$ cat src/rtl/htc_pkg.sv
// ----------------------------------------------------------------------------
// htc_pkg: shared constants and types of the humidity/temperature converter
// Field widths, fixed-point coefficients, register indexes and the records
// that travel between the pipeline modules.
// ----------------------------------------------------------------------------
package htc_pkg;

	// Fractional bits of the humidity accumulator and coefficients
	localparam int FRAC_BITS = 24;

	// Field widths
	localparam int RT_W   = 14;
	localparam int RH_W   = 12;
	localparam int TEMP_W = 15;
	localparam int HUM_W  = 14;
	localparam int THR_W  = 15;
	localparam int TOFF_W = 14;
	localparam int HOFF_W = 11;

	// Configuration port
	localparam int CFG_IDX_W  = 2;
	localparam int CFG_DATA_W = 15;

	localparam logic [CFG_IDX_W-1:0] REG_ALARM_THR = 2'd0;
	localparam logic [CFG_IDX_W-1:0] REG_TEMP_OFF  = 2'd1;
	localparam logic [CFG_IDX_W-1:0] REG_HUM_OFF   = 2'd2;

	localparam int RST_ALARM_THR = 3000;
	localparam int RST_TEMP_OFF  = -4000;
	localparam int RST_HUM_OFF   = -400;

	// Coefficients, rounded to nearest from the exact values (in hundredths)
	localparam longint unsigned K2  = ((64'd405 << FRAC_BITS) + 64'd50) / 64'd100;
	localparam longint unsigned K3  = ((64'd28 << FRAC_BITS) + 64'd50000) / 64'd100000;
	localparam longint unsigned KT1 = ((64'd1 << FRAC_BITS) + 64'd50) / 64'd100;
	localparam longint unsigned KT2 = ((64'd1 << FRAC_BITS) + 64'd6250) / 64'd12500;

	localparam longint unsigned RH_MAX = (64'd1 << RH_W) - 64'd1;

	localparam int K2_W  = $clog2(K2 + 64'd1);
	localparam int K3_W  = $clog2(K3 + 64'd1);
	localparam int KTS_W = $clog2(KT1 + KT2 * RH_MAX + 64'd1);

	// Intermediate widths
	localparam int TC_W    = RT_W + 2;               // raw + offset, signed
	localparam int TCM_W   = TC_W + 1;               // temperature minus base
	localparam int RH2_W   = 2 * RH_W;
	localparam int K2RH_W  = K2_W + RH_W;
	localparam int K3RH2_W = K3_W + RH2_W;
	localparam int TPROD_W = TCM_W + KTS_W + 1;
	localparam int ACC_W   = FRAC_BITS + 18;
	localparam int HQ_W    = ACC_W - FRAC_BITS;

	// Compensation base (25.00 degrees) and output limits
	localparam int T_BASE   = 2500;
	localparam int TEMP_MAX = (1 << (TEMP_W - 1)) - 1;
	localparam int TEMP_MIN = -(1 << (TEMP_W - 1));
	localparam int HUM_MIN  = 10;
	localparam int HUM_MAX  = 10000;

	typedef struct packed {
		logic signed [THR_W-1:0]  alarm_threshold;
		logic signed [TOFF_W-1:0] temp_offset;
		logic signed [HOFF_W-1:0] humidity_offset;
	} htc_cfg_t;

	// Products handed from the multiplier stages to the summing stages
	typedef struct packed {
		logic signed [TEMP_W-1:0]  temperature;
		logic                      alarm;
		logic [K2RH_W-1:0]         k2rh;
		logic [K3RH2_W-1:0]        k3rh2;
		logic signed [TPROD_W-1:0] tprod;
	} htc_prod_t;

endpackage

$ cat src/rtl/htc_if.sv
// ----------------------------------------------------------------------------
// htc_if: channel interfaces of the humidity/temperature converter
// Sample input, result output and register write channels, each with
// valid/ready handshake and a source and a sink modport.
// ----------------------------------------------------------------------------
interface htc_in_if;
	import htc_pkg::*;

	logic            valid;
	logic            ready;
	logic [RT_W-1:0] raw_temperature;
	logic [RH_W-1:0] raw_humidity;

	modport source (output valid, output raw_temperature, output raw_humidity, input ready);
	modport sink   (input valid, input raw_temperature, input raw_humidity, output ready);
endinterface

interface htc_out_if;
	import htc_pkg::*;

	logic                     valid;
	logic                     ready;
	logic signed [TEMP_W-1:0] temperature_centi;
	logic [HUM_W-1:0]         humidity_centi;
	logic                     alarm;

	modport source (output valid, output temperature_centi, output humidity_centi,
		output alarm, input ready);
	modport sink   (input valid, input temperature_centi, input humidity_centi,
		input alarm, output ready);
endinterface

interface htc_cfg_if;
	import htc_pkg::*;

	logic                  valid;
	logic                  ready;
	logic [CFG_IDX_W-1:0]  index;
	logic [CFG_DATA_W-1:0] data;

	modport source (output valid, output index, output data, input ready);
	modport sink   (input valid, input index, input data, output ready);
endinterface

$ cat src/rtl/humidity_temperature_compensation_unit.sv
// ----------------------------------------------------------------------------
// humidity_temperature_compensation_unit: sensor reading converter
// Converts a raw temperature/humidity pair into hundredths of a degree and
// compensated, clamped hundredths of %RH, with a temperature alarm bit.
//
//   channel  role    handshake     payload
//   sample   sink    valid/ready   raw_temperature, raw_humidity
//   result   source  valid/ready   temperature_centi, humidity_centi, alarm
//   cfg      sink    valid/ready   index, data (ready always high)
//
// One transaction enters per cycle unless the pipe is stalled full; each
// sample passes two multiplier stages, two adder stages, output register.
// Reset clears the stage valid bits and loads the register reset values.
// A stalled result holds every stage that is full; empty stages keep
// filling, so sample.ready drops only when the whole pipe is full.
// ----------------------------------------------------------------------------
module humidity_temperature_compensation_unit (
	input  logic      clk,
	input  logic      arst_n,
	htc_in_if.sink    sample,
	htc_out_if.source result,
	htc_cfg_if.sink   cfg
);
	import htc_pkg::*;

	htc_cfg_t  regs;
	htc_prod_t prod;
	logic      prod_valid;
	logic      prod_ready;

	// Register file
	htc_cfg_regs u_cfg (
		.clk    (clk),
		.arst_n (arst_n),
		.cfg    (cfg),
		.regs   (regs)
	);

	// Multiplier stages
	htc_mult u_mult (
		.clk        (clk),
		.arst_n     (arst_n),
		.sample     (sample),
		.cfg        (regs),
		.prod_valid (prod_valid),
		.prod_ready (prod_ready),
		.prod       (prod)
	);

	// Summing stages and output register
	htc_sum u_sum (
		.clk        (clk),
		.arst_n     (arst_n),
		.prod_valid (prod_valid),
		.prod_ready (prod_ready),
		.prod       (prod),
		.cfg        (regs),
		.result     (result)
	);

endmodule

$ cat src/rtl/htc_cfg_regs.sv
// ----------------------------------------------------------------------------
// htc_cfg_regs: configuration register file
// Holds alarm threshold, temperature offset and humidity offset; a write to
// an index beyond the list is dropped.
// ----------------------------------------------------------------------------
module htc_cfg_regs (
	input  logic             clk,
	input  logic             arst_n,
	htc_cfg_if.sink          cfg,
	output htc_pkg::htc_cfg_t regs
);
	import htc_pkg::*;

	htc_cfg_t regs_q;

	// Always take a write transaction
	assign cfg.ready = 1'b1;
	assign regs      = regs_q;

	// Update the addressed register
	always_ff @(posedge clk or negedge arst_n) begin
		if (!arst_n) begin
			regs_q.alarm_threshold <= THR_W'(RST_ALARM_THR);
			regs_q.temp_offset     <= TOFF_W'(RST_TEMP_OFF);
			regs_q.humidity_offset <= HOFF_W'(RST_HUM_OFF);
		end else if (cfg.valid) begin
			case (cfg.index)
				REG_ALARM_THR: regs_q.alarm_threshold <= cfg.data[THR_W-1:0];
				REG_TEMP_OFF:  regs_q.temp_offset     <= cfg.data[TOFF_W-1:0];
				REG_HUM_OFF:   regs_q.humidity_offset <= cfg.data[HOFF_W-1:0];
				default: ;
			endcase
		end
	end

endmodule

$ cat src/rtl/htc_mult.sv
// ----------------------------------------------------------------------------
// htc_mult: multiplier stages s1 and s2
// s1 forms the offset temperature, rh squared, K2*rh and the compensation
// slope; s2 forms K3*rh^2, the temperature compensation product, the
// saturated temperature and the alarm bit.
// ----------------------------------------------------------------------------
module htc_mult (
	input  logic              clk,
	input  logic              arst_n,
	htc_in_if.sink            sample,
	input  htc_pkg::htc_cfg_t cfg,
	output logic              prod_valid,
	input  logic              prod_ready,
	output htc_pkg::htc_prod_t prod
);
	import htc_pkg::*;

	logic                      v_s1, v_s2;
	logic                      adv_s1, adv_s2;
	logic signed [TC_W-1:0]    tc_s1;
	logic signed [TCM_W-1:0]   tcm_s1;
	logic [RH2_W-1:0]          rh2_s1;
	logic [K2RH_W-1:0]         k2rh_s1;
	logic [KTS_W-1:0]          kts_s1;
	htc_prod_t                 prod_s2;

	// A stage advances when it is empty or its successor advances
	assign adv_s2       = !v_s2 || prod_ready;
	assign adv_s1       = !v_s1 || adv_s2;
	assign sample.ready = adv_s1;
	assign prod_valid   = v_s2;
	assign prod         = prod_s2;

	// Valid bits
	always_ff @(posedge clk or negedge arst_n) begin
		if (!arst_n) begin
			v_s1 <= 1'b0;
			v_s2 <= 1'b0;
		end else begin
			if (adv_s1) v_s1 <= sample.valid;
			if (adv_s2) v_s2 <= v_s1;
		end
	end

	// Stage 1: offset temperature and products of raw humidity
	always_ff @(posedge clk) begin
		if (adv_s1 && sample.valid) begin
			tc_s1   <= TC_W'($signed({1'b0, sample.raw_temperature}))
				+ TC_W'(cfg.temp_offset);
			tcm_s1  <= TCM_W'($signed({1'b0, sample.raw_temperature}))
				+ TCM_W'(cfg.temp_offset) - TCM_W'(T_BASE);
			rh2_s1  <= RH2_W'(sample.raw_humidity) * RH2_W'(sample.raw_humidity);
			k2rh_s1 <= K2RH_W'(K2) * K2RH_W'(sample.raw_humidity);
			kts_s1  <= KTS_W'(KT1) + KTS_W'(KT2) * KTS_W'(sample.raw_humidity);
		end
	end

	// Stage 2: quadratic term, compensation product, saturation and alarm
	always_ff @(posedge clk) begin
		if (adv_s2 && v_s1) begin
			prod_s2.k2rh  <= k2rh_s1;
			prod_s2.k3rh2 <= K3RH2_W'(K3) * K3RH2_W'(rh2_s1);
			prod_s2.tprod <= TPROD_W'(tcm_s1) * TPROD_W'($signed({1'b0, kts_s1}));
			prod_s2.alarm <= tc_s1 > TC_W'(cfg.alarm_threshold);
			if (tc_s1 > TC_W'(TEMP_MAX)) begin
				prod_s2.temperature <= TEMP_W'(TEMP_MAX);
			end else if (tc_s1 < TC_W'(TEMP_MIN)) begin
				prod_s2.temperature <= TEMP_W'(TEMP_MIN);
			end else begin
				prod_s2.temperature <= TEMP_W'(tc_s1);
			end
		end
	end

endmodule

$ cat src/rtl/htc_sum.sv
// ----------------------------------------------------------------------------
// htc_sum: accumulation stages s3, s4 and output register
// s3 adds the linear and quadratic terms, offset and rounding half; s4 adds the
// temperature compensation; the output register rounds and clamps.
// ----------------------------------------------------------------------------
module htc_sum (
	input  logic               clk,
	input  logic               arst_n,
	input  logic               prod_valid,
	output logic               prod_ready,
	input  htc_pkg::htc_prod_t prod,
	input  htc_pkg::htc_cfg_t  cfg,
	htc_out_if.source          result
);
	import htc_pkg::*;

	logic                     v_s3, v_s4, out_valid_q;
	logic                     adv_s3, adv_s4, adv_out;
	logic signed [ACC_W-1:0]  part_s3, acc_s4;
	logic signed [TPROD_W-1:0] tprod_s3;
	logic signed [TEMP_W-1:0] temp_s3, temp_s4, temp_q;
	logic                     alarm_s3, alarm_s4, alarm_q;
	logic [HUM_W-1:0]         hum_q;
	logic [HQ_W-1:0]          hq;
	logic [HUM_W-1:0]         hum_clamped;

	// Stall chain back from the output register
	assign adv_out    = !out_valid_q || result.ready;
	assign adv_s4     = !v_s4 || adv_out;
	assign adv_s3     = !v_s3 || adv_s4;
	assign prod_ready = adv_s3;

	assign result.valid             = out_valid_q;
	assign result.temperature_centi = temp_q;
	assign result.humidity_centi    = hum_q;
	assign result.alarm             = alarm_q;

	// Valid bits
	always_ff @(posedge clk or negedge arst_n) begin
		if (!arst_n) begin
			v_s3        <= 1'b0;
			v_s4        <= 1'b0;
			out_valid_q <= 1'b0;
		end else begin
			if (adv_s3)  v_s3        <= prod_valid;
			if (adv_s4)  v_s4        <= v_s3;
			if (adv_out) out_valid_q <= v_s4;
		end
	end

	// Stage 3: K2*rh - K3*rh^2 + offset*2^F + half
	always_ff @(posedge clk) begin
		if (adv_s3 && prod_valid) begin
			part_s3  <= ACC_W'($signed({1'b0, prod.k2rh}))
				- ACC_W'($signed({1'b0, prod.k3rh2}))
				+ ACC_W'($signed({cfg.humidity_offset, 1'b1, {(FRAC_BITS-1){1'b0}}}));
			tprod_s3 <= prod.tprod;
			temp_s3  <= prod.temperature;
			alarm_s3 <= prod.alarm;
		end
	end

	// Stage 4: add temperature compensation
	always_ff @(posedge clk) begin
		if (adv_s4 && v_s3) begin
			acc_s4   <= part_s3 + ACC_W'(tprod_s3);
			temp_s4  <= temp_s3;
			alarm_s4 <= alarm_s3;
		end
	end

	// Drop fraction and clamp to the humidity range
	assign hq = acc_s4[ACC_W-1:FRAC_BITS];

	always_comb begin
		if (acc_s4[ACC_W-1]) begin
			hum_clamped = HUM_W'(HUM_MIN);
		end else if (hq < HQ_W'(HUM_MIN)) begin
			hum_clamped = HUM_W'(HUM_MIN);
		end else if (hq > HQ_W'(HUM_MAX)) begin
			hum_clamped = HUM_W'(HUM_MAX);
		end else begin
			hum_clamped = hq[HUM_W-1:0];
		end
	end

	// Output register
	always_ff @(posedge clk) begin
		if (adv_out && v_s4) begin
			hum_q   <= hum_clamped;
			temp_q  <= temp_s4;
			alarm_q <= alarm_s4;
		end
	end

endmodule

$ cat src/flat_wrapper.sv
// flat-port wrapper written by rule: the top's interface ports become plain ports
module humidity_temperature_compensation_unit_flat import htc_pkg::*;
  (clk, arst_n, sample_valid, sample_raw_temperature, sample_raw_humidity, sample_ready, result_valid, result_temperature_centi, result_humidity_centi, result_alarm, result_ready, cfg_valid, cfg_index, cfg_data, cfg_ready);
  htc_in_if sample_i ();
  htc_out_if result_i ();
  htc_cfg_if cfg_i ();
  input  logic clk;
  input  logic arst_n;
  input wire logic [$bits(sample_i.valid)-1:0] sample_valid;
  input wire logic [$bits(sample_i.raw_temperature)-1:0] sample_raw_temperature;
  input wire logic [$bits(sample_i.raw_humidity)-1:0] sample_raw_humidity;
  output wire logic [$bits(sample_i.ready)-1:0] sample_ready;
  output wire logic [$bits(result_i.valid)-1:0] result_valid;
  output wire logic [$bits(result_i.temperature_centi)-1:0] result_temperature_centi;
  output wire logic [$bits(result_i.humidity_centi)-1:0] result_humidity_centi;
  output wire logic [$bits(result_i.alarm)-1:0] result_alarm;
  input wire logic [$bits(result_i.ready)-1:0] result_ready;
  input wire logic [$bits(cfg_i.valid)-1:0] cfg_valid;
  input wire logic [$bits(cfg_i.index)-1:0] cfg_index;
  input wire logic [$bits(cfg_i.data)-1:0] cfg_data;
  output wire logic [$bits(cfg_i.ready)-1:0] cfg_ready;
  assign sample_i.valid = sample_valid;
  assign sample_i.raw_temperature = sample_raw_temperature;
  assign sample_i.raw_humidity = sample_raw_humidity;
  assign sample_ready = sample_i.ready;
  assign result_valid = result_i.valid;
  assign result_temperature_centi = result_i.temperature_centi;
  assign result_humidity_centi = result_i.humidity_centi;
  assign result_alarm = result_i.alarm;
  assign result_i.ready = result_ready;
  assign cfg_i.valid = cfg_valid;
  assign cfg_i.index = cfg_index;
  assign cfg_i.data = cfg_data;
  assign cfg_ready = cfg_i.ready;
  humidity_temperature_compensation_unit u_core (.clk(clk), .arst_n(arst_n), .sample(sample_i), .result(result_i), .cfg(cfg_i));
endmodule
$ cat config.mk
export PLATFORM = sky130hd
export DESIGN_NAME = humidity_temperature_compensation_unit_flat
export DESIGN_NICKNAME = d
export VERILOG_FILES = /design/src/rtl/htc_pkg.sv /design/src/rtl/htc_if.sv /design/src/rtl/humidity_temperature_compensation_unit.sv /design/src/rtl/htc_cfg_regs.sv /design/src/rtl/htc_mult.sv /design/src/rtl/htc_sum.sv /design/src/flat_wrapper.sv
export SDC_FILE = /design/constraint.sdc
export NUM_CORES = 2
export LEC_CHECK = 0
export ABC_AREA = 1
export BUFFER_PORTS_ARGS = -buffer_cell sky130_fd_sc_hd__clkbuf_2
export CAP_MARGIN = 20
export CORE_MARGIN = 3
export CORE_UTILIZATION = 54
export CTS_BUF_LIST = sky130_fd_sc_hd__clkbuf_8
export DETAILED_ROUTE_END_ITERATION = 6
export PLACE_DENSITY_LB_ADDON = 0.2
export REMOVE_ABC_BUFFERS = 1
export SETUP_SLACK_MARGIN = 0.1
export SYNTH_ARGS = -nofsm -noshare
export SYNTH_HDL_FRONTEND = slang
export SYNTH_HIERARCHICAL = 1
export SYNTH_SLANG_ARGS = --single-unit
$ cat constraint.sdc
create_clock -name clk -period 9.1 [get_ports clk]
set_clock_uncertainty 0.15 [all_clocks]
set_input_delay 2.275 -clock clk [delete_from_list [all_inputs] [get_ports clk]]
set_output_delay 2.275 -clock clk [all_outputs]
set_load 0.03 [all_outputs]
# Word level (Yosys, flattened, before mapping)
# Index checks and enable logic that the tools add are counted.
# totals
register_bits	483
input_bits	48
output_inout_bits	33
# classes
add_sub_neg	7
mul	5
magnitude_cmp	5
n_eq_ne	2
muxes	2
n_reduce_logical	21
# op_table
operator	count
adder 42 x 41 -> 42 bit	1
adder 40 x 35 -> 41 bit	1
multiplier 17 x 24 -> 41 bit	1
subtractor 39 x 37 -> 40 bit	1
multiplier 27 x 12 -> 39 bit (first input constant)	1
multiplier 12 x 24 -> 36 bit (first input constant)	1
adder 15 x 14 -> 16 bit	2
multiplier 12 x 12 -> 24 bit	1
adder 18 x 23 -> 23 bit (first input constant)	1
multiplier 10 x 12 -> 22 bit (first input constant)	1
greater-than comparator 18 x 14 -> 1 bit (second input constant)	1
less-than comparator 18 x 4 -> 1 bit (second input constant)	1
subtractor 16 x 13 -> 17 bit (second input constant)	1
greater-than comparator 16 x 15 -> 1 bit	1
greater-than comparator 16 x 15 -> 1 bit (second input constant)	1
less-than comparator 16 x 15 -> 1 bit (second input constant)	1
2-to-1 mux 15 bit	1
2-to-1 mux 14 bit	1
AND reduction 2 bit	3
logical AND 1 bit	5
zero test 1 bit	5
logical OR 1 bit	5
OR reduction 3 bit	1
equality test 2 x 1 -> 1 bit (second input constant)	1
other kinds (3)	3

# Longest topological paths before layout
# logic_depth
ltp_word	7
mapped_depth	29

# Hierarchy
# The synthesis kept the hierarchy.
# modules_own_cells
module	n_inst	cells_per_inst	area_per_inst_um2	seq_area_each_um2
htc_mult	1	4302	38269.2	7317.0
htc_sum	1	1247	10900.5	4939.7
htc_cfg_regs	1	182	1700.4	1021.0

# Least setup slack after synthesis
# OpenSTA, ideal clock, no wires.
# synth_path
path_type	input to register
from	input result_ready
to	register u_core.u_mult.prod_s2 (netlist bit u_core/u_mult/prod[100]), enable pin
arrival_ns	8.782
t_required_ns	8.291
path_slack_ns	-0.491
cell_stages	6
n_path_buf	0
cell_sequence	inv_1 > nand2_1 > nor2_1 > nand2_1 > inv_1 > a21oi_1
# synth_via
elab_chain_len	5
# synth_lines
element	line_no	rtl
from (decl)	flat_wrapper.sv:17	input wire logic [$bits(result_i.ready)-1:0] result_ready;
logical OR 1 bit	htc_sum.sv:28	assign adv_out = !out_valid_q || result.ready;
logical OR 1 bit	htc_sum.sv:29	assign adv_s4 = !v_s4 || adv_out;
logical OR 1 bit	htc_sum.sv:30	assign adv_s3 = !v_s3 || adv_s4;
net u_core.prod_ready	humidity_temperature_compensation_unit.sv:29	logic prod_ready;
logical OR 1 bit	htc_mult.sv:28	assign adv_s2 = !v_s2 || prod_ready;
logical AND 1 bit	htc_mult.sv:60	if (adv_s2 && v_s1) begin
to (decl)	htc_mult.sv:25	htc_prod_t prod_s2;
# The timed path passes the listed nets, and every way through them passes these cells.
# A chain may end at the register's enable or synchronous reset.

# Worst setup path after layout
# layout_path
from	register u_core.u_mult.tcm_s1[16]
to	register u_core.u_mult.prod_s2 (netlist bit u_core/u_mult/prod[31]), data pin
# layout_via
elab_chain_len	1
# layout_lines
element	line_no	rtl
from (decl)	htc_mult.sv:21	logic signed [TCM_W-1:0] tcm_s1;
from (signal assigned)	htc_mult.sv:50	tcm_s1 <= TCM_W'($signed({1'b0, sample.raw_temperature}))
multiplier 17 x 24 -> 41 bit	htc_mult.sv:63	prod_s2.tprod <= TPROD_W'(tcm_s1) * TPROD_W'($signed({1'b0, kts_s1}));
# No other way between the ends.

==> results_dict.tcl <==
set metrics [dict create \
    layout-drive-gt1-share_pct 5.86 \
    via_per_inst 5.24 \
    status "completed" \
    die-area_um2 97900 \
    crit_slowest_cell "inv_1" \
    cts_sinks 449 \
    die_h_um 313 \
    cts_setup_buffers 0 \
    post-route-min-period_ns 7.13 \
    cp_data_required_time_ns 9.38 \
    clk_latency_ns 0.71 \
    cpPeakStageDelay_ns 0.84 \
    cp-start-kind "register" \
    tritoncts "yes" \
    timing.final.ws_setup_ns 1.97 \
    netlist_area_um2 50900 \
    ctsResizeCount 0 \
    arrival_ns 7.41 \
    rsz0062_at_grt "no" \
    dpl.hpwl_mm 105 \
    slew_headroom_pct 20.0 \
    fillers 8392 \
    hp-class "register to register" \
    synth_edf_count 404 \
    numCtsBuffers 81 \
    setup_violations 0 \
    grt_pass1_wl_mm 202 \
    routedWlPerCell_um 17.8 \
    yosysWarnings 6 \
    syn2layout_area_growth_pct 6.50 \
    fmaxAchievable_mhz 140 \
    wl_mm 126 \
    gp_congestion 0.939 \
    cpMostUsedCell "fa_1" \
    drcViolationCount 0 \
    core_area_um2 92500 \
    maxCapViolCount 0 \
    start_util_pct 55.0 \
    hold_violations 0 \
    grt_usage_pct 26.2 \
    drt_iter0_drc 2302 \
    multiInputGateArea_um2 32100 \
    max_slew.worst_pin.slew_ns 1.20 \
    first_global_vias 38000 \
    ant_nets 0 \
    fp.dieW_um 313 \
    synth_ff_type "edfxtp_1" \
    postSynthCellCount 5731 \
    nNetsFinal 7039 \
    grt_overflow 0 \
    ff_latch_area_um2 13300 \
    postCtsHoldBufs 0 \
    antenna_found_initial 1 \
    io_buffers 79 \
    ys_types 62 \
    cp-end-kind "register" \
    clk_pin_slew_worst_paths_ns 0.07 \
    yosys_register_bits 449 \
    slew_violations 0 \
    clock-root-buffer "clkbuf_8" \
    ioPinCount 81 \
    ys_seq_area_share_pct 26.1 \
    synthArstFlopShare_pct 10.0 \
    critical_path.cell_chain "inv_1 > nor2_1 > fa_1 > inv_1 > fa_1 > inv_1 > fa_1 > fa_1 > fa_1 > inv_1 > fa_1 > inv_1 > ha_1 > a21oi_1 > o21ai_0 > o21bai_1 > a21oi_1 > o21bai_1 > nand2_1 > nand2_1 > xor2_1" \
    rows 111 \
    worstSetupPathType "register to register" \
    syn_avg_cell_area_um2 8.88 \
    dr_total_vias 37200 \
    worstPathMaxFanout 23 \
    grt_max_degree 76 \
    dr.pass1.iters 5 \
    cts.path.max_buffers 3 \
    h-tree-depth 3 \
    post-route-period-util_pct 78.4 \
    pre_cts_ws_ns 1.38 \
]
## sequential cells by signal (all words and copies together), names as in the netlist, 15 cells and up
signal / cells
u_core/u_mult/k2rh_s1: 38
u_core/u_sum/result.temperature_centi: 15
u_core/u_sum/tprod_s3: 41
u_core/u_sum/part_s3: 41
u_core/u_mult/prod: 129
u_core/u_cfg/regs: 40
u_core/u_mult/tcm_s1: 15
u_core/u_sum/temp_s3: 15
u_core/u_mult/tc_s1: 16
u_core/u_sum/acc_s4: 18
u_core/u_mult/rh2_s1: 23
u_core/u_mult/kts_s1: 21
u_core/u_sum/temp_s4: 15
## cell families (layout without fill, tap and decap cells)
kind of cell / after synthesis / count (layout) / share of synthesized area, %
xor+xnor: 212 / 212 / 3.66
flops: 449 / 449 / 26.1
fa+ha+maj: 1188 / 1188 / 37.4
buf+inv: 1444 / 1578 / 10.8
compound gates: 597 / 597 / 6.88
other cells: 2 / 5 / 0.0148
simple gates: 1839 / 1839 / 15.1
## layer usage
| layer | track usage [%] | vias up | part of all wire [%] |
|---|---|---|---|
| met1 | 34.9 | 18000 | 44 |
| met3 | 3.13 | 155 | 4.7 |
| li1 | - | 18200 | - |
| met2 | 45.3 | 918 | 49 |
| met5 | 0 | - | 0 |
| met4 | 6.91 | 0 | 2.5 |
## critical path, delay by kind of cell (launching register included)
family	cells	cell delay [ns]
xor gates and xnor gates	1	0.16
AOI/OAI and AO/OA	5	1.14
and+or+nand+nor	3	0.31
DFF	1	0.56
adders and majority gates	7	3.49
buffers and inverters	5	1.05
## placed cells by master (no fill, tap or decap), types with 44 or more instances in the layout
cell type / n
a21oi_1: 258
clkbuf_2: 79
clkbuf_8: 86
edfxtp_1: 404
fa_1: 557
ha_1: 631
inv_1: 1347
nand2_1: 1191
nand3_1: 154
nand4_1: 59
nor2_1: 276
nor3_1: 44
o21ai_0: 133
xnor2_1: 60
xor2_1: 151
## final timing paths
| check | from | end | slack (ns) | cells past startpoint |
|---|---|---|---|---|
| setup / recovery | u_core/u_mult/tcm_s1[16]$_DFFE_PP_ | u_core/u_mult/prod[31]$_DFFE_PP_ | 1.97 | 21 |
| hold / removal | u_core/u_mult/prod[124]$_SDFFCE_PN1P_ | u_core/u_sum/temp_s3[6]$_DFFE_PP_ | 0.26 | 0 |
| setup reg to reg | u_core/u_mult/tcm_s1[16]$_DFFE_PP_ | u_core/u_mult/prod[31]$_DFFE_PP_ | 1.97 | 21 |
| hold reg to reg | u_core/u_mult/prod[124]$_SDFFCE_PN1P_ | u_core/u_sum/temp_s3[6]$_DFFE_PP_ | 0.26 | 0 |
| max in group asynchronous | arst_n | u_core/u_cfg/regs[30]$_DFFE_PN1P_ | 6.90 | 2 |
| min in group asynchronous | arst_n | u_core/u_cfg/regs[35]$_DFFE_PN0P_ | 1.50 | 2 |
## metrics by stage
stage	instances	TNS, ns	utilization, %	instance area (µm²)	hold WS (ns)
after detailed placement	6963	0	56.8	52500	0.255
final	7111	0	58.6	54200	0.259
after CTS	7110	0	58.6	54200	0.254
after global placement	6963	0	56.8	52500	0.251
after global routing	7111	0	58.6	54200	0.268
after floorplan	5617	-63.37	-	50400	0.250
## synth_stat cells, types with 9 or more instances
cell	n	share of area, %
nand3_1	154	1.5
a21oi_1	260	2.6
a31oi_1	36	0.44
o21bai_1	32	0.47
nand3b_1	11	0.16
buf_2	11	0.11
nand2_1	1191	8.8
nand2_2	38	0.47
o21ai_2	9	0.15
nand4_1	59	0.73
o21a_1	13	0.19
clkbuf_1	88	0.65
nor2_1	276	2.0
xnor2_1	60	1.0
a21oi_2	13	0.22
or2_2	13	0.16
ha_1	631	16
o21ai_0	133	1.3
dfstp_2	16	0.83
nor2_2	10	0.12
a21o_1	30	0.44
o211ai_1	10	0.15
dfrtp_1	29	1.4
nor3_1	44	0.43
edfxtp_1	404	24
xor2_1	151	2.6
nor4_1	16	0.20
inv_1	1325	9.8
o21ai_1	13	0.13
fa_1	557	22
## final cells by class
type | count | share of cell area [%]
clock buffers | 86 | 2.18
well taps | 1243 | 2.87
clock inverters | 61 | 0.859
flip-flops and latches | 449 | 24.5
diodes | 1 | 0.00462
repair buffers | 103 | 1.06
multi-input cells | 3840 | 59.3
inverters | 1328 | 9.21
Power is left out: the tool's default activity adds up to more than one toggle a clock period on the data nets, which glitch-free logic cannot reach.
